--- src/design/tle_pkg.sv ---
// Shared constants, types and the microcode table for the terminal line editor.
package tle_pkg;

    // Line geometry.
    localparam int LINE_LENGTH = 40;
    localparam int CUR_W = 6;
    localparam int BYTE_W = 8;

    // Keystroke codes.
    localparam logic [BYTE_W-1:0] KEY_ERASE = 8'd127;
    localparam logic [BYTE_W-1:0] KEY_KILL = 8'd21;
    localparam logic [BYTE_W-1:0] KEY_WORD = 8'd23;
    localparam logic [BYTE_W-1:0] KEY_EOF = 8'd4;
    localparam logic [BYTE_W-1:0] KEY_SPACE = 8'd32;
    localparam logic [BYTE_W-1:0] PRINT_LOW = 8'd32;
    localparam logic [BYTE_W-1:0] PRINT_HIGH = 8'd126;

    // Display action codes carried on the result word.
    typedef enum logic [2:0] {
        ACT_ECHO = 3'd0,
        ACT_ERASE = 3'd1,
        ACT_BELL = 3'd2,
        ACT_NEWLINE = 3'd3,
        ACT_EOF = 3'd4
    } act_t;

    // Cursor and line store operation of a step.
    typedef enum logic [1:0] {
        CUR_HOLD,
        CUR_DEC,
        CUR_INC_WRITE
    } cur_op_t;

    // Which stored character the line store read port fetches.
    typedef enum logic {
        RD_M1,
        RD_M2
    } rd_sel_t;

    // Branch conditions tested by a step.
    typedef enum logic [2:0] {
        COND_ALWAYS,
        COND_AT_ONE,
        COND_LINE_END,
        COND_RD_SPACE,
        COND_WORD_END
    } cond_t;

    // Step addresses of the microprogram.
    typedef logic [3:0] step_t;
    localparam step_t S_IDLE = 4'd0;
    localparam step_t S_EOF = 4'd1;
    localparam step_t S_BELL = 4'd2;
    localparam step_t S_ERASE = 4'd3;
    localparam step_t S_ECHO = 4'd4;
    localparam step_t S_NL = 4'd5;
    localparam step_t S_KILL = 4'd6;
    localparam step_t S_WS_WAIT = 4'd7;
    localparam step_t S_WS_TEST = 4'd8;
    localparam step_t S_WS_DEL = 4'd9;
    localparam step_t S_WN_PRE = 4'd10;
    localparam step_t S_WN_DEL = 4'd11;

    // One control word of the microprogram.
    typedef struct packed {
        logic emit;
        act_t act;
        cur_op_t cur_op;
        rd_sel_t rd_sel;
        cond_t cond;
        step_t tgt_t;
        step_t tgt_f;
    } ctrl_t;

    // Datapath status seen by the sequencer.
    typedef struct packed {
        logic cursor_zero;
        logic at_one;
        logic line_end;
        logic rd_space;
        logic out_free;
    } status_t;

    // Microcode table: one control word per step.
    function automatic ctrl_t ucode(step_t pc);
        ctrl_t w;
        unique case (pc)
            S_EOF:
                w = '{1'b1, ACT_EOF, CUR_HOLD, RD_M1, COND_ALWAYS, S_IDLE, S_IDLE};
            S_BELL:
                w = '{1'b1, ACT_BELL, CUR_HOLD, RD_M1, COND_ALWAYS, S_IDLE, S_IDLE};
            S_ERASE:
                w = '{1'b1, ACT_ERASE, CUR_DEC, RD_M1, COND_ALWAYS, S_IDLE, S_IDLE};
            S_ECHO:
                w = '{1'b1, ACT_ECHO, CUR_INC_WRITE, RD_M1, COND_LINE_END, S_NL, S_IDLE};
            S_NL:
                w = '{1'b1, ACT_NEWLINE, CUR_HOLD, RD_M1, COND_ALWAYS, S_IDLE, S_IDLE};
            S_KILL:
                w = '{1'b1, ACT_ERASE, CUR_DEC, RD_M1, COND_AT_ONE, S_IDLE, S_KILL};
            S_WS_WAIT:
                w = '{1'b0, ACT_ECHO, CUR_HOLD, RD_M1, COND_ALWAYS, S_WS_TEST, S_WS_TEST};
            S_WS_TEST:
                w = '{1'b0, ACT_ECHO, CUR_HOLD, RD_M1, COND_RD_SPACE, S_WS_DEL, S_WN_PRE};
            S_WS_DEL:
                w = '{1'b1, ACT_ERASE, CUR_DEC, RD_M1, COND_AT_ONE, S_IDLE, S_WS_WAIT};
            S_WN_PRE:
                w = '{1'b0, ACT_ECHO, CUR_HOLD, RD_M2, COND_ALWAYS, S_WN_DEL, S_WN_DEL};
            S_WN_DEL:
                w = '{1'b1, ACT_ERASE, CUR_DEC, RD_M2, COND_WORD_END, S_IDLE, S_WN_PRE};
            default:
                w = '{1'b0, ACT_ECHO, CUR_HOLD, RD_M1, COND_ALWAYS, S_IDLE, S_IDLE};
        endcase
        return w;
    endfunction

endpackage

--- src/design/tle_ram.sv ---
// Generic single-write, single-read RAM with a registered read port.
module tle_ram #(
    parameter int WIDTH = 8,
    parameter int DEPTH = 40,
    parameter int AW = 6
) (
    input  logic             clk,
    input  logic             we,
    input  logic [AW-1:0]    waddr,
    input  logic [WIDTH-1:0] wdata,
    input  logic [AW-1:0]    raddr,
    output logic [WIDTH-1:0] rdata
);

    logic [WIDTH-1:0] mem [DEPTH];
    logic [WIDTH-1:0] rdata_reg;

    // Write port and registered read port.
    always_ff @(posedge clk)
    begin
        if (we)
        begin
            mem[waddr] <= wdata;
        end
        rdata_reg <= mem[raddr];
    end

    assign rdata = rdata_reg;

endmodule

--- src/design/tle_sequencer.sv ---
// Microcode sequencer: step counter, keystroke dispatch and conditional branches.
module tle_sequencer (
    input  logic                         clk,
    input  logic                         rst_n,
    input  logic                         in_valid,
    input  logic [tle_pkg::BYTE_W-1:0]   key_byte,
    input  tle_pkg::status_t             st,
    output logic                         in_ready,
    output tle_pkg::ctrl_t               ctrl,
    output logic                         adv,
    output logic                         last
);

    tle_pkg::step_t pc_reg;
    tle_pkg::step_t pc_next;
    tle_pkg::step_t branch;
    tle_pkg::step_t entry;
    logic cond_true;

    // Current control word.
    assign ctrl = tle_pkg::ucode(pc_reg);

    // Branch condition select.
    always_comb
    begin
        unique case (ctrl.cond)
            tle_pkg::COND_ALWAYS:   cond_true = 1'b1;
            tle_pkg::COND_AT_ONE:   cond_true = st.at_one;
            tle_pkg::COND_LINE_END: cond_true = st.line_end;
            tle_pkg::COND_RD_SPACE: cond_true = st.rd_space;
            tle_pkg::COND_WORD_END: cond_true = st.at_one || st.rd_space;
            default:                cond_true = 1'b1;
        endcase
    end

    assign branch = cond_true ? ctrl.tgt_t : ctrl.tgt_f;

    // A step that emits waits until the output register can take the word.
    assign adv = !ctrl.emit || st.out_free;
    assign last = (branch == tle_pkg::S_IDLE);
    assign in_ready = (pc_reg == tle_pkg::S_IDLE);

    // Entry step chosen from the keystroke.
    always_comb
    begin
        priority if (key_byte == tle_pkg::KEY_EOF && st.cursor_zero)
            entry = tle_pkg::S_EOF;
        else if (key_byte == tle_pkg::KEY_ERASE)
            entry = st.cursor_zero ? tle_pkg::S_BELL : tle_pkg::S_ERASE;
        else if (key_byte == tle_pkg::KEY_KILL)
            entry = st.cursor_zero ? tle_pkg::S_IDLE : tle_pkg::S_KILL;
        else if (key_byte == tle_pkg::KEY_WORD)
            entry = st.cursor_zero ? tle_pkg::S_IDLE : tle_pkg::S_WS_WAIT;
        else if (key_byte >= tle_pkg::PRINT_LOW && key_byte <= tle_pkg::PRINT_HIGH)
            entry = tle_pkg::S_ECHO;
        else
            entry = tle_pkg::S_BELL;
    end

    // Next step.
    always_comb
    begin
        if (pc_reg == tle_pkg::S_IDLE)
        begin
            pc_next = in_valid ? entry : tle_pkg::S_IDLE;
        end
        else
        begin
            pc_next = adv ? branch : pc_reg;
        end
    end

    always_ff @(posedge clk or negedge rst_n)
    begin
        if (!rst_n)
        begin
            pc_reg <= tle_pkg::S_IDLE;
        end
        else
        begin
            pc_reg <= pc_next;
        end
    end

endmodule

--- src/design/tle_datapath.sv ---
// Datapath: cursor, keystroke register, line store and output word register.
module tle_datapath (
    input  logic                         clk,
    input  logic                         rst_n,
    input  logic                         accept,
    input  logic [tle_pkg::BYTE_W-1:0]   key_byte,
    input  tle_pkg::ctrl_t               ctrl,
    input  logic                         adv,
    input  logic                         last,
    input  logic                         out_ready,
    output tle_pkg::status_t             st,
    output logic                         out_valid,
    output logic [2:0]                   action,
    output logic [tle_pkg::BYTE_W-1:0]   echo_byte,
    output logic                         last_of_run
);

    localparam logic [tle_pkg::CUR_W-1:0] CUR_LAST =
        tle_pkg::CUR_W'(tle_pkg::LINE_LENGTH - 1);

    logic [tle_pkg::CUR_W-1:0] cursor_reg;
    logic [tle_pkg::CUR_W-1:0] cursor_next;
    logic [tle_pkg::BYTE_W-1:0] key_reg;
    logic out_valid_reg;
    logic out_valid_next;
    tle_pkg::act_t act_reg;
    logic [tle_pkg::BYTE_W-1:0] echo_reg;
    logic last_reg;
    logic load_out;
    logic ram_we;
    logic [tle_pkg::CUR_W-1:0] raddr;
    logic [tle_pkg::BYTE_W-1:0] rdata;

    // Status toward the sequencer.
    assign st.cursor_zero = (cursor_reg == '0);
    assign st.at_one = (cursor_reg == tle_pkg::CUR_W'(1));
    assign st.line_end = (cursor_reg == CUR_LAST);
    assign st.rd_space = (rdata == tle_pkg::KEY_SPACE);
    assign st.out_free = !out_valid_reg || out_ready;

    // Cursor update; it wraps to zero as the line fills.
    always_comb
    begin
        cursor_next = cursor_reg;
        if (adv)
        begin
            unique case (ctrl.cur_op)
                tle_pkg::CUR_HOLD:      cursor_next = cursor_reg;
                tle_pkg::CUR_DEC:       cursor_next = cursor_reg - tle_pkg::CUR_W'(1);
                tle_pkg::CUR_INC_WRITE: cursor_next = st.line_end ? '0 :
                                                      cursor_reg + tle_pkg::CUR_W'(1);
                default:                cursor_next = cursor_reg;
            endcase
        end
    end

    // Line store access: write at the cursor, read one or two places behind it.
    assign ram_we = adv && (ctrl.cur_op == tle_pkg::CUR_INC_WRITE);
    assign raddr = (ctrl.rd_sel == tle_pkg::RD_M2) ? cursor_reg - tle_pkg::CUR_W'(2) :
                                                     cursor_reg - tle_pkg::CUR_W'(1);

    tle_ram #(
        .WIDTH(tle_pkg::BYTE_W),
        .DEPTH(tle_pkg::LINE_LENGTH),
        .AW(tle_pkg::CUR_W)
    ) u_store (
        .clk(clk),
        .we(ram_we),
        .waddr(cursor_reg),
        .wdata(key_reg),
        .raddr(raddr),
        .rdata(rdata)
    );

    // Output word register.
    assign load_out = ctrl.emit && adv;

    always_comb
    begin
        out_valid_next = out_valid_reg;
        if (load_out)
        begin
            out_valid_next = 1'b1;
        end
        else if (out_ready)
        begin
            out_valid_next = 1'b0;
        end
    end

    // Control state.
    always_ff @(posedge clk or negedge rst_n)
    begin
        if (!rst_n)
        begin
            cursor_reg <= '0;
            out_valid_reg <= 1'b0;
        end
        else
        begin
            cursor_reg <= cursor_next;
            out_valid_reg <= out_valid_next;
        end
    end

    // Payload registers.
    always_ff @(posedge clk)
    begin
        if (accept)
        begin
            key_reg <= key_byte;
        end
        if (load_out)
        begin
            act_reg <= ctrl.act;
            echo_reg <= (ctrl.act == tle_pkg::ACT_ECHO) ? key_reg : '0;
            last_reg <= last;
        end
    end

    assign out_valid = out_valid_reg;
    assign action = act_reg;
    assign echo_byte = echo_reg;
    assign last_of_run = last_reg;

`ifndef NO_ASSERTIONS
    // The cursor never reaches the line length.
    assert property (@(posedge clk) disable iff (!rst_n)
        cursor_reg < tle_pkg::CUR_W'(tle_pkg::LINE_LENGTH))
        else $error("cursor out of range");

    // No character is removed at column zero.
    assert property (@(posedge clk) disable iff (!rst_n)
        (adv && ctrl.cur_op == tle_pkg::CUR_DEC) |-> !st.cursor_zero)
        else $error("erase at column zero");

    // A word that is not an echo carries a zero byte.
    assert property (@(posedge clk) disable iff (!rst_n)
        (out_valid_reg && act_reg != tle_pkg::ACT_ECHO) |-> echo_reg == '0)
        else $error("nonzero byte on non-echo word");

    // A stalled output word is not overwritten.
    assert property (@(posedge clk) disable iff (!rst_n)
        (out_valid_reg && !out_ready) |-> !load_out)
        else $error("output word overwritten");
`endif

endmodule

--- src/design/terminal_line_editor_unit.sv ---
// Top level of the terminal line editor.
//
// Keystroke bytes enter on in_valid/in_ready with key_byte; display words
// leave on out_valid/out_ready with action, echo_byte and last_of_run.
// A keystroke may cause no word (kill or word erase at column 0), one word,
// two (echo then newline when the line fills) or a run of erase words.
// The last word of a keystroke carries last_of_run.
// in_ready is high only while the microcode sequencer is idle. The first
// word of a keystroke is loaded into the output register by the entry
// step, or for word erase by the first delete step. Kill gives one erase
// word per cycle unless the receiver stalls. Word erase runs the wait,
// test and delete steps per trailing space, the wait and test steps for
// the first word character and the pre and delete steps per word character,
// since each test waits on the registered read of the line store. Echo,
// bell, erase and end of input take one step; echo with newline runs the
// echo step, then the newline step. When the receiver stalls, the output
// register holds its word and the sequencer holds on its next emitting
// step. Reset puts the cursor at column 0 and empties the output register;
// the line store needs no clearing, as only written entries are ever read.
module terminal_line_editor_unit (
    input  logic                         clk,
    input  logic                         rst_n,
    input  logic                         in_valid,
    output logic                         in_ready,
    input  logic [tle_pkg::BYTE_W-1:0]   key_byte,
    output logic                         out_valid,
    input  logic                         out_ready,
    output logic [2:0]                   action,
    output logic [tle_pkg::BYTE_W-1:0]   echo_byte,
    output logic                         last_of_run
);

    tle_pkg::status_t st;
    tle_pkg::ctrl_t ctrl;
    logic adv;
    logic last;
    logic accept;

    assign accept = in_valid && in_ready;

    // Step counter and microcode table.
    tle_sequencer u_seq (
        .clk(clk),
        .rst_n(rst_n),
        .in_valid(in_valid),
        .key_byte(key_byte),
        .st(st),
        .in_ready(in_ready),
        .ctrl(ctrl),
        .adv(adv),
        .last(last)
    );

    // Cursor, line store and output register.
    tle_datapath u_dp (
        .clk(clk),
        .rst_n(rst_n),
        .accept(accept),
        .key_byte(key_byte),
        .ctrl(ctrl),
        .adv(adv),
        .last(last),
        .out_ready(out_ready),
        .st(st),
        .out_valid(out_valid),
        .action(action),
        .echo_byte(echo_byte),
        .last_of_run(last_of_run)
    );

endmodule

--- config.mk ---
export PLATFORM = sky130hd
export DESIGN_NAME = terminal_line_editor_unit
export DESIGN_NICKNAME = d
export VERILOG_FILES = /design/src/design/tle_pkg.sv /design/src/design/tle_ram.sv /design/src/design/tle_sequencer.sv /design/src/design/tle_datapath.sv /design/src/design/terminal_line_editor_unit.sv
export SDC_FILE = /design/constraint.sdc
export NUM_CORES = 1
export LEC_CHECK = 0
export BUFFER_PORTS_ARGS = -buffer_cell sky130_fd_sc_hd__buf_2
export CORE_ASPECT_RATIO = 0.7
export CORE_MARGIN = 2
export CORE_UTILIZATION = 60
export CTS_CLUSTER_DIAMETER = 200
export DETAILED_ROUTE_END_ITERATION = 10
export PLACE_DENSITY = 0.77
export SLEW_MARGIN = 0
export SYNTH_ARGS = -nofsm -noshare
export SYNTH_HDL_FRONTEND = slang
export SYNTH_HIERARCHICAL = 1
export SYNTH_SLANG_ARGS = --single-unit
--- constraint.sdc ---
create_clock -name clk -period 6.1 [get_ports clk]
set_input_delay 0.61 -clock clk [delete_from_list [all_inputs] [get_ports clk]]
set_output_delay 0.61 -clock clk [all_outputs]
set_load 0.005 [all_outputs]
After elaboration in Yosys (flattened, before gate mapping)
Memory sizes are Yosys's and may differ from the RTL's. A register that Yosys moved wholly into a read port is not among the register bits. Cells that the tools add are included.

Memory bits (read-only): 288. Register bits after elaboration: 31. Output and inout bits: 14. Memories kept: 2. Memory bits (writable): 320. Input port bits: 12. Bits in latches: 0.

Memory list: u_dp.u_store.mem (words 40, bits a word 8, read ports 1, clocked after memory_dff 1, wr ports 1, line tle_ram.sv:15) `logic [WIDTH-1:0] mem [DEPTH];`; (no name shown) (words 16, bits a word 18, read ports 1, clocked after memory_dff 0, wr ports 0, line tle_pkg.sv:87) `unique case (pc)`.

Reductions and logical operators: 18. Muxes and demuxes: 20. Shift operators: 0. $add $sub $neg: 3. Equality and inequality tests: 13. Order comparisons: 2. Divide/modulo/power cells: 0. Multipliers: 0. Bitwise operators: 0.

Operators with widths (count): $mux 4 (8); $eq 8x5->1 const B (2); $mux 6 (2); $pmux 6 s2 (1); $mux 3 (3); $eq 8x3->1 const B (1); $eq 8x6->1 const B (1); $eq 8x7->1 const B (1); $ge 8x6->1 const B (1); $le 8x7->1 const B (1); $logic_not 4->1 (2); $add 6x1->6 const B (1); $eq 3x2->1 const B (2); $eq 6x1->1 const B (1); $eq 6x6->1 const B (1); $logic_not 6->1 (1); $reduce_bool 2->1 (3); $sub 6x1->6 const B (1); $sub 6x2->6 const B (1); $logic_and 1x1->1 (5); $mux 1 (5); $pmux 1 s4 (1); $eq 3x1->1 const B (1); $eq 3x3->1 const B (1); 6 further kinds (9).

Logic depth before layout (Yosys ltp)
Gate-level depths: netlist of the first run.

Depth in word-level cells: 9. Mapped depth: 13.

Cells and area by module
The synthesis of the first run kept the hierarchy.

Modules (own cells, without submodules): tle_ram (area an instance 12993.7 sq um, cells each 696, instances 1, seq. area each 9769.4 sq um); tle_datapath (area an instance 1395.1 sq um, cells each 108, instances 1, seq. area each 775.7 sq um); tle_sequencer (area an instance 730.7 sq um, cells each 96, instances 1, seq. area each 100.1 sq um); terminal_line_editor_unit (area an instance 6.3 sq um, cells each 1, instances 1, seq. area each 0.0 sq um).

Least setup slack after synthesis of the first run
OpenSTA, ideal clock, no wires.

Path kind: register to register. Start point: register u_seq.pc_reg[1]. End point: memory u_dp.u_store.mem[18][0], enable pin. Required time: 5.717 ns. Setup slack: 3.070 ns. Stages on the path, launching flop included: 11. Setup time: 0.383 ns. Period minus slack after synthesis: 3.030 ns. Arrival time: 2.646 ns. Cells stage by stage: dfrtp_1 -> inv_1 -> ha_1 -> nor2_1 -> o31a_1 -> nor2b_1 -> inv_1 -> and2_1 -> nor4bb_1 -> nand2_1 -> nor3_1.

RTL lines: from (decl) (line tle_sequencer.sv:14) `tle_pkg::step_t pc_reg;`; from (signal assigned) (line tle_sequencer.sv:77) `pc_reg <= tle_pkg::S_IDLE;`; from (signal assigned) (line tle_sequencer.sv:81) `pc_reg <= pc_next;`; to (decl) (line tle_ram.sv:15).

Worst setup path after layout of the first run
Start point: register u_dp/cursor_reg[0] (netlist name). End point: register u_dp.u_store.rdata_reg[2], in the netlist u_dp/u_store/rdata[2], read port of u_dp.u_store.mem.

Cells in the longest elaborated chain, start to end: 2.

Ends and longest elaborated chain: from (decl) (line tle_datapath.sv:21) `logic [tle_pkg::CUR_W-1:0] cursor_reg;`; from (signal assigned) (line tle_datapath.sv:101) `cursor_reg <= cursor_next;`; $sub 6x1->6 / $sub 6x2->6 (equally long branches) (line tle_datapath.sv:60, tle_datapath.sv:59); $mux 6 (*) (line tle_datapath.sv:59) `assign raddr = (ctrl.rd_sel == tle_pkg::RD_M2) ? cursor_reg - tle_pkg::CUR_W'(2) :`; via u_dp.raddr, one bit (line tle_datapath.sv:31) `logic [tle_pkg::CUR_W-1:0] raddr;`; to (decl) (line tle_ram.sv:16) `logic [WIDTH-1:0] rdata_reg;`.

The timed path passes the listed nets; every way through them passes the cells marked *. A chain may end at the register's enable or synchronous reset.

==> out/summary.md, run 1 <==
Clocking
* Clk pin slew, worst setup/hold paths: 0.07 ns
* # H-tree levels: 2
* Max clock buf depth: 3
* clk root buf: sky130_fd_sc_hd__clkbuf_16
* Sinks on Clock Net: 359
* TritonCTS buffer count: 34
* worst-skew pair later-pin latency: 0.53 ns
* number of post-CTS setup repair buffers: 0
* TritonCTS clock tree: done

Timing
* final worst path period need: 3.71 ns
* Max Clock Skew: 0.0255 ns
* final count of hold timing violations: 0
* aggregate negative setup slack: 0 ns
* Slew @ Worst Pin: 1.00 ns
* Setup violations, final: 0
* setup repair after global routing missed its margin: false
* achievable clock frequency: 0.269 GHz
* total count of max-transition violations in the final report: 0
* share of the cycle needed by the critical path after routing: 60.8%
* worst slew slack as a fraction of its limit: 32.9%

Finish
* antenna diode count: 0
* number of fillers in the final layout: 1617
* post-route cell area: 16600 um^2
* footprint of the multi-input gates: 4090 um^2
* layout net count: 956
* Layout area overhead: 9.52%
* share of layout cells above drive strength 1: 16.3%
* register name with the most flops: u_dp/u_store/mem
* area occupied by registers: 10600 um^2
* max FFs per register: 320
* most common cell after layout, fill and taps aside: sky130_fd_sc_hd__edfxtp_1
* most used cells in the layout excluding fill and tap cells: sky130_fd_sc_hd__edfxtp_1, sky130_fd_sc_hd__mux2i_1, sky130_fd_sc_hd__nor2_1

Hold path
* worst-case hold path end point: u_dp/key_reg[2]$_DFFE_PP_
* Hold Crit Start: key_byte[2]
* Hold WC Path Type: primary input to flip-flop
* number of instances on the worst hold path: 1

Synthesis
* average footprint of a synthesized cell: 16.8 um^2
* Mapped Cells: 900
* total of warnings raised by yosys: 6
* net count of the mapped netlist: 925
* Netlist Area Pre-Place: 15100 um^2

Worst setup path
* endpoint type of the worst setup path: flip-flop
* slowest library cell on the worst path: sky130_fd_sc_hd__dfrtp_1
* Worst R2R Path Depth: 12
* crit path kind: flip-flop to flip-flop
* critical path, cell by cell: inv_1 -> ha_1 -> xor2_1 -> nor2_1 -> a21oi_1 -> buf_4 -> nor2b_2 -> buf_4 -> a22o_1 -> a221oi_1 -> o22ai_1 -> o41ai_2
* Worst R2R Start: u_dp/cursor_reg[0]$_DFFE_PN0P_
* cell family with the largest share of critical-path delay: simple AND/OR/NAND/NOR gates
* stage delay of the slowest cell on the critical path: 0.80 ns
* data arrival at the endpoint of the critical path: 4.12 ns
* Worst setup SP type: flip-flop
* CP Max Fanout: 19
* crit-path most repeated cell: sky130_fd_sc_hd__buf_4
* Worst Path Required: 6.50 ns
* CP Buf/Inv Count: 3
* register-to-register path setup slack: 2.39 ns
* reg-to-reg endpoint: u_dp/u_store/rdata[2]$_DFF_P_

Run status
* run status: finished clean

Routing
* number of nets with antenna violations after detailed routing: 0
* DRC Markers: 0
* DR pass1 iterations: 6
* Total Routed Length: 31500 um
* Vias: 8156
* number of DRC markers in iteration 0: 893
* per-cell via count in the routed design: 6.37
* routed wirelength normalized by instance count: 24.6 um

Pwr
* portion of total power attributed to sequential cells: 36.3%
* Power Density: 530 nW/um^2
* total leakage power: 5.83 nW
* Tot Pwr: 8.78 mW
* cell-internal power: 5.60 mW
* Switching Share: 36.2%
* part of the power in the clock network: 23.6%
* fraction of power consumed by combinational cells: 40.2%
* power spent charging and discharging nets: 3.18 mW
* worst supply voltage drop on vdd: 0.339 mV

Place
* final estimated routing congestion in global placement: 0.911
* instance area after placement: 15500 um^2
* HPWL Detailed: 19200 um
* Port Buffer Count: 25

Die
* total I/O pin count: 26
* horizontal die dimension: 194 um
* vertical extent of the die: 137 um
* Cell Rows: 48
* core outline area: 24700 um^2
* area of the die: 26500 um^2
* initial cell density of the core: 61.3%

Global routing
* grt total ovfl: 0
* number of global-route vias before repair: 7845
* maximum number of pins on one net before global-route repair: 105
* wire length of the first global-routing pass: 48400 um
* number of antenna violations at the first check in global routing: 0
* GRT Overall Usage: 24.6%

Run
* Max-Cap Viols: 0

## area by class of cell
| class | count | share of cell area [%] |
|---|---|---|
| clock buffers | 43 | 5.53 |
| clock inverters | 18 | 1.01 |
| inverters | 11 | 0.249 |
| multi-input cells | 480 | 24.7 |
| flip-flops and latches | 359 | 64.3 |
| well taps | 325 | 2.46 |
| repair buffers | 45 | 1.75 |
## timing repair
| item | CTS | global route |
|---|---|---|
| setup endpoints to repair | 0 | 0 |
| gates resized for setup | 0 | 0 |
| hold buffers | 1 | 0 |
| hold endpoints to repair | 11 | 0 |
## metrics by stage
step / util, % / setup slack [ns] / std cells / hold slack [ns]
2_1_floorplan: - / 3.07 / 900 / 0.314
3_3_place_gp: 62.7 / 2.59 / 1219 / 0.498
3_5_place_dp: 62.7 / 2.51 / 1219 / 0.500
4_1_cts: 67.1 / 2.49 / 1281 / 0.300
5_1_grt: 67.1 / 2.13 / 1281 / 0.305
6_report: 67.1 / 2.39 / 1281 / 0.318
## routing by layer
metal / wire length [um] / GRT usage (%) / share of wire, %
met5: 0 / 0 / 0
met4: 657 / 6.70 / 2.1
met3: 2870 / 4.98 / 9.1
met2: 13400 / 35.2 / 42
met1: 14600 / 38.7 / 46
## power groups by stage
stage / Sequential, mW / Combinational [mW] / Clock, mW
after floorplan: 3.23 / 2.62 / 0
after global placement: 3.22 / 3.42 / 0
after detailed placement: 3.23 / 3.46 / 0
after CTS: 3.18 / 3.48 / 2.10
after global routing: 3.21 / 3.78 / 2.19
final: 3.19 / 3.53 / 2.07
## worst max path at each step
stage                                         from                           endpoint  slack, ns  depth (start not counted)
floorplan              u_seq/pc_reg[1]$_DFFE_PN0P_  u_dp/u_store/mem[18][0]$_DFFE_PP_       3.07                         10
global placement       u_seq/pc_reg[2]$_DFFE_PN0P_      u_dp/u_store/rdata[2]$_DFF_P_       2.59                         11
detailed placement  u_dp/cursor_reg[0]$_DFFE_PN0P_      u_dp/u_store/rdata[2]$_DFF_P_       2.51                         12
CTS                 u_dp/cursor_reg[0]$_DFFE_PN0P_      u_dp/u_store/rdata[2]$_DFF_P_       2.49                         12
global route        u_dp/cursor_reg[0]$_DFFE_PN0P_      u_dp/u_store/rdata[2]$_DFF_P_       2.13                         12
finish              u_dp/cursor_reg[0]$_DFFE_PN0P_      u_dp/u_store/rdata[2]$_DFF_P_       2.39                         12
No activity file was read; power rests on OpenSTA's default activity.
==> run 2, diff against run 1 <==
==> constraint.sdc (replaced) <==
create_clock -name clk -period 3.78 [get_ports clk]
set_input_delay 0.378 -clock clk [delete_from_list [all_inputs] [get_ports clk]]
set_output_delay 0.378 -clock clk [all_outputs]
set_load 0.005 [all_outputs]
==> run 2 against run 1 <==
Compared with the run above:
- core utilization rose by 1.3 points
- via count up 1.7%
- maximum frequency increased by 7.3%
- clock power increased by 62%
- non-clock buffer count grew 36
- critical path depth is 2 lower
- flip-flop and latch count unchanged
==> out/summary.md, run 2 (synthesis gave the netlist of run 1 again) <==
Finish
* share of layout cells above drive strength 1: 19.5%, +3.1 points
* max FFs per register: 320, unchanged
* register name with the most flops: u_dp/u_store/mem
* number of fillers in the final layout: 1598, -1.2%
* most common cell after layout, fill and taps aside: sky130_fd_sc_hd__edfxtp_1
* Layout area overhead: 11.7%
* most used cells in the layout excluding fill and tap cells: sky130_fd_sc_hd__edfxtp_1, sky130_fd_sc_hd__mux2i_1, sky130_fd_sc_hd__nor2_1
* footprint of the multi-input gates: 4100 um^2, +0.12%
* antenna diode count: 0, unchanged
* area occupied by registers: 10600 um^2, unchanged
* layout net count: 992, +3.8%
* final std cells w/o fill: 1317, +2.8%

Routing
* Total Routed Length: 32900 um, +4.4%
* Vias: 8291, +1.7%
* per-cell via count in the routed design: 6.30, -1.1%
* routed wirelength normalized by instance count: 25.0 um, +1.5%
* DRC Markers: 0, unchanged
* DR pass1 iterations: 5, -1
* number of DRC markers in iteration 0: 1036, +16%
* number of nets with antenna violations after detailed routing: 0, unchanged

Global routing
* GRT Overall Usage: 25.4%, +0.74 points
* number of global-route vias before repair: 7819, -0.33%
* grt total ovfl: 0, unchanged
* maximum number of pins on one net before global-route repair: 51, -51%
* number of antenna violations at the first check in global routing: 0, unchanged
* wire length of the first global-routing pass: 49400 um, +2.0%

Die
* horizontal die dimension: 194 um, unchanged
* Cell Rows: 48, unchanged
* vertical extent of the die: 137 um, unchanged
* core outline area: 24700 um^2, unchanged
* area of the die: 26500 um^2, unchanged
* initial cell density of the core: 61.3%, unchanged
* total I/O pin count: 26, unchanged

Worst setup path
* critical path, cell by cell: inv_1 -> ha_1 -> nor2_1 -> o31a_1 -> nor2b_1 -> inv_1 -> and2_1 -> nor2b_1 -> nand3_1 -> nor2_1
* endpoint type of the worst setup path: flip-flop
* Worst Path Required: 3.93 ns, -2.57 ns
* Worst setup SP type: flip-flop
* Worst R2R Path Depth: 10, -2
* data arrival at the endpoint of the critical path: 3.61 ns, -0.51 ns
* register-to-register path setup slack: 0.32 ns, -2.07 ns
* CP Max Fanout: 8, -11
* crit path kind: flip-flop to flip-flop
* slowest library cell on the worst path: sky130_fd_sc_hd__nor2_1
* stage delay of the slowest cell on the critical path: 0.65 ns, -0.15 ns

Pwr
* total leakage power: 6.04 nW, +3.5%
* Tot Pwr: 14.4 mW, +64%
* worst supply voltage drop on vdd: 0.599 mV, +77%
* Power Density: 852 nW/um^2, +61%

Clocking
* Max clock buf depth: 3, unchanged
* clk root buf: sky130_fd_sc_hd__clkbuf_16
* number of post-CTS setup repair buffers: 0, unchanged
* TritonCTS clock tree: done
* worst-skew pair later-pin latency: 0.54 ns, about the same
* Clk pin slew, worst setup/hold paths: 0.06 ns, about the same
* TritonCTS buffer count: 34, unchanged
* Sinks on Clock Net: 359, unchanged
* # H-tree levels: 2, unchanged

Timing
* aggregate negative setup slack: 0 ns, unchanged
* final count of hold timing violations: 0, unchanged
* worst slew slack as a fraction of its limit: 18.7%, -14 points
* achievable clock frequency: 0.289 GHz, +7.3%
* final worst path period need: 3.46 ns, -0.254 ns
* setup repair after global routing missed its margin: false
* total count of max-transition violations in the final report: 0, unchanged
* Max Clock Skew: 0.0288 ns, +0.00327 ns
* PnR worst setup slack: 0.322 ns, -2.07 ns
* Slew @ Worst Pin: 1.22 ns, +0.216 ns
* Setup violations, final: 0, unchanged
* share of the cycle needed by the critical path after routing: 91.5%, +31 points

Place
* count of placed standard cells including taps: 1255, +3.0%
* Port Buffer Count: 25, unchanged
* worst slack at placement: 0.281 ns, -2.23 ns
* HPWL Detailed: 20800 um, +8.1%
* final estimated routing congestion in global placement: 0.897, -1.5%

Hold path
* Hold WC Path Type: primary input to flip-flop
* number of instances on the worst hold path: 1, unchanged

Run
* Max-Cap Viols: 0, unchanged

Run status
* run status: finished clean

[run 2: through the flow]
stage	cell area (um^2)	utilization, %	hold slack, ns
finish	16900	68.4	0.0591
global route	16900	68.4	0.0487
CTS	16900	68.4	0.0406
detailed placement	15800	64.0	0.281
global placement	15800	64.0	0.271
floorplan	15100	-	0.0824
[run 2: routing by layer]
layer / wire (um) / track usage (%) / part of all wire (%)
met4: 551 / 5.81 / 1.7
met3: 3230 / 6.33 / 9.8
met1: 15000 / 39.8 / 45
met5: 0 / 0 / 0
met2: 14200 / 36.0 / 43
[run 2: what timing repair did]
| item | CTS | global route |
|---|---|---|
| resized for setup | 0 | 2 |
| hold buffers | 1 | 0 |
| endpoints found under the hold margin | 11 | 0 |
| setup endpoints to repair | 0 | 8 |
[run 2: worst max-delay path: cells and delay by family (launching register included)]
family	cells	cell delay [ns]
adders and majority gates	1	0.31
buffers and inverters	2	0.33
DFF	1	0.44
AOI/OAI and AO/OA	1	0.25
and+or+nand+nor	6	1.75
[run 2: power breakdown]
part / internal (mW) / switching (mW) / total, mW
clock network: 1.92 / 1.43 / 3.36
registers: 4.90 / 0.286 / 5.18
logic: 2.35 / 3.50 / 5.85
[run 2: layout make-up]
cell class / count / share of cell area (%)
Sequential cell: 359 / 63.0
Multi-Input combinational cell: 480 / 24.3
Clock buffer: 46 / 5.42
Timing Repair Buffer: 81 / 3.62
Tap cell: 325 / 2.41
Clock inverter: 15 / 1.00
Inverter: 11 / 0.244
[run 2: final timing paths]
| path | startpoint | end |
|---|---|---|
| min reg2reg | u_dp/out_valid$_DFFE_PN0P_ | u_dp/out_valid$_DFFE_PN0P_ |
| max in group asynchronous | rst_n | u_seq/pc_reg[1]$_DFFE_PN0P_ |
| max | u_seq/pc_reg[1]$_DFFE_PN0P_ | u_dp/u_store/mem[13][0]$_DFFE_PP_ |
| min | key_byte[2] | u_dp/key_reg[2]$_DFFE_PP_ |
| max reg2reg | u_seq/pc_reg[1]$_DFFE_PN0P_ | u_dp/u_store/mem[13][0]$_DFFE_PP_ |
| min in group asynchronous | rst_n | u_dp/cursor_reg[4]$_DFFE_PN0P_ |
==> run 3, diff against run 2 <==
--- a/config.mk
+++ b/config.mk
@@ -11,7 +11,8 @@
 export CORE_UTILIZATION = 60
 export CTS_CLUSTER_DIAMETER = 200
 export DETAILED_ROUTE_END_ITERATION = 10
-export PLACE_DENSITY = 0.77
+export GPL_ROUTABILITY_DRIVEN = 0
+export PLACE_DENSITY = 0.74
 export SLEW_MARGIN = 0
 export SYNTH_ARGS = -nofsm -noshare
 export SYNTH_HDL_FRONTEND = slang
==> run 3 against run 2 <==
Compared with the run above:
- sequential power hardly changed
- via count is 0.75% lower
- maximum frequency grew 0.23%
- flip-flop and latch count stayed put
- design area is 0.40% lower
- sequential share of layout area increased by 0.25 points
- critical path depth unchanged
- worst setup slack improved by 0.0079 ns
- cell count rose by 0.15%
- largest power group unchanged
==> out/summary.md, run 3 (synthesis gave the netlist of run 1 again) <==
Clocking
* clk root buf: sky130_fd_sc_hd__clkbuf_16
* TritonCTS clock tree: done
* post-cts gate resize count: 0, unchanged
* number of post-CTS setup repair buffers: 0, unchanged
* Sinks on Clock Net: 359, unchanged
* hold_buf cts: 1, unchanged
* Clk pin slew, worst setup/hold paths: 0.06 ns, about the same
* worst-skew pair later-pin latency: 0.56 ns, +0.02 ns
* Max clock buf depth: 3, unchanged
* TritonCTS buffer count: 31, -8.8%
* # H-tree levels: 1, -1

Pwr
* Power Density: 844 nW/um^2, -0.97%
* total leakage power: 6.01 nW, -0.34%
* fraction of power consumed by combinational cells: 42.1%, +1.4 points
* worst supply voltage drop on vdd: 0.566 mV, -5.5%
* Switching Share: 36.5%, +0.20 points
* part of the power in the clock network: 21.4%, -1.9 points
* power spent charging and discharging nets: 5.17 mW, -0.83%
* portion of total power attributed to sequential cells: 36.4%, +0.4 points
* cell-internal power: 9.02 mW, -1.7%
* Tot Pwr: 14.2 mW, -1.4%

Timing
* setup repair after global routing missed its margin: false
* share of the cycle needed by the critical path after routing: 91.3%, -0.21 points
* Slew @ Worst Pin: 1.27 ns, +0.0460 ns
* Max Clock Skew: 0.00951 ns, -0.0193 ns
* hold slack: 0.0255 ns, -0.0336 ns
* achievable clock frequency: 0.290 GHz, +0.23%
* total count of max-transition violations in the final report: 0, unchanged
* worst slew slack as a fraction of its limit: 15.6%, -3.1 points
* PnR worst setup slack: 0.330 ns, +0.00786 ns
* final worst path period need: 3.45 ns, -0.00786 ns
* aggregate negative setup slack: 0 ns, unchanged
* Setup violations, final: 0, unchanged
* final count of hold timing violations: 0, unchanged

Worst setup path
* Worst Path Required: 3.96 ns, +0.03 ns
* startpoint of the worst setup timing path: u_seq/pc_reg[1]$_DFFE_PN0P_
* Worst setup SP type: flip-flop
* Worst R2R Start: u_seq/pc_reg[1]$_DFFE_PN0P_
* CP Max Fanout: 8, unchanged
* endpoint type of the worst setup path: flip-flop
* crit path kind: flip-flop to flip-flop
* register-to-register path setup slack: 0.33 ns, about the same
* data arrival at the endpoint of the critical path: 3.63 ns, +0.02 ns

Finish
* share of layout cells above drive strength 1: 19.7%, +0.26 points
* Layout area overhead: 11.2%
* final std cells w/o fill: 1319, +0.15%
* layout net count: 996, +0.40%
* most used cells in the layout excluding fill and tap cells: sky130_fd_sc_hd__edfxtp_1, sky130_fd_sc_hd__mux2i_1, sky130_fd_sc_hd__buf_4
* most common cell after layout, fill and taps aside: sky130_fd_sc_hd__edfxtp_1
* antenna diode count: 0, unchanged
* post-route cell area: 16800 um^2, -0.40%
* share of the core filled with cells in the final layout: 68.1%, -0.27 points
* max FFs per register: 320, unchanged
* register name with the most flops: u_dp/u_store/mem

Routing
* per-cell via count in the routed design: 6.24, -0.90%
* number of nets with antenna violations after detailed routing: 0, unchanged
* Vias: 8229, -0.75%
* routed wirelength normalized by instance count: 24.5 um, -2.1%
* number of DRC markers in iteration 0: 933, -9.9%
* DR pass1 iterations: 5, unchanged
* Total Routed Length: 32300 um, -1.9%
* DRC Markers: 0, unchanged

Global routing
* number of global-route vias before repair: 7941, +1.6%
* global routing usage on met1: 39.8%, about the same
* number of antenna violations at the first check in global routing: 0, unchanged
* most crowded layer after global routing: met1
* GRT Overall Usage: 25.0%, -0.35 points
* grt total ovfl: 0, unchanged
* wire length of the first global-routing pass: 49200 um, -0.34%
* met3 track demand over resource in global routing: 5.15%, -1.2 points
* met2 Track Usage GR: 36.0%, -0.040 points
* maximum number of pins on one net before global-route repair: 54, +5.9%

Place
* HPWL Detailed: 20800 um, about the same
* worst slack at placement: 0.387 ns, +0.106 ns
* instance area after placement: 15800 um^2, +0.33%
* Port Buffer Count: 25, unchanged
* count of placed standard cells including taps: 1262, +0.56%

Die
* vertical extent of the die: 137 um, unchanged
* area of the die: 26500 um^2, unchanged
* initial cell density of the core: 61.3%, unchanged
* horizontal die dimension: 194 um, unchanged
* total I/O pin count: 26, unchanged
* core outline area: 24700 um^2, unchanged
* Cell Rows: 48, unchanged

Hold path
* Hold Crit Start: key_byte[2]
* Hold WC Path Type: primary input to flip-flop

Run status
* run status: finished clean

Run
* Max-Cap Viols: 0, unchanged

## run 3: worst max-delay path, stage by stage, from the launching register on
cell                      delay (ns)
sky130_fd_sc_hd__dfrtp_1        0.44
sky130_fd_sc_hd__inv_1          0.15
sky130_fd_sc_hd__ha_1           0.31
sky130_fd_sc_hd__nor2_1         0.09
sky130_fd_sc_hd__o31a_1         0.26
sky130_fd_sc_hd__nor2b_1        0.19
sky130_fd_sc_hd__inv_1          0.17
sky130_fd_sc_hd__and2_1         0.30
sky130_fd_sc_hd__nor2b_1        0.31
sky130_fd_sc_hd__nand3_1        0.23
sky130_fd_sc_hd__nor2_1         0.63
## run 3: final timing paths
path | end | cells after the start
hold / removal | u_dp/key_reg[2]$_DFFE_PP_ | 1
setup reg to reg | u_dp/u_store/mem[13][0]$_DFFE_PP_ | 10
setup / recovery | u_dp/u_store/mem[13][0]$_DFFE_PP_ | 10
hold reg to reg | u_dp/out_valid$_DFFE_PN0P_ | 2
min in group asynchronous | u_seq/pc_reg[3]$_DFFE_PN0P_ | 2
max in group asynchronous | u_dp/cursor_reg[4]$_DFFE_PN0P_ | 2
## run 3: layer usage
| metal | vias up | wire, um |
|---|---|---|
| li1 | 3686 | - |
| met1 | 4183 | 14900 |
| met2 | 323 | 13800 |
| met3 | 37 | 3010 |
| met4 | 0 | 567 |
| met5 | - | 0 |
## run 3: area by class of cell
type / count / area [um^2]
Clock inverter: 19 / 171
Clock buffer: 37 / 798
Sequential cell: 359 / 10600
Multi-Input combinational cell: 480 / 4090
Timing Repair Buffer: 88 / 663
Fill cell: 1658 / 7860
Inverter: 11 / 41.3
Tap cell: 325 / 407
## run 3: power groups by stage
stage | logic (mW) | clock network, mW | registers (mW)
after CTS | 5.90 | 3.08 | 5.17
final | 5.98 | 3.04 | 5.17
after detailed placement | 5.87 | 0 | 5.25
after global placement | 5.79 | 0 | 5.24
after floorplan | 4.23 | 0 | 5.21
after global routing | 6.36 | 3.24 | 5.21
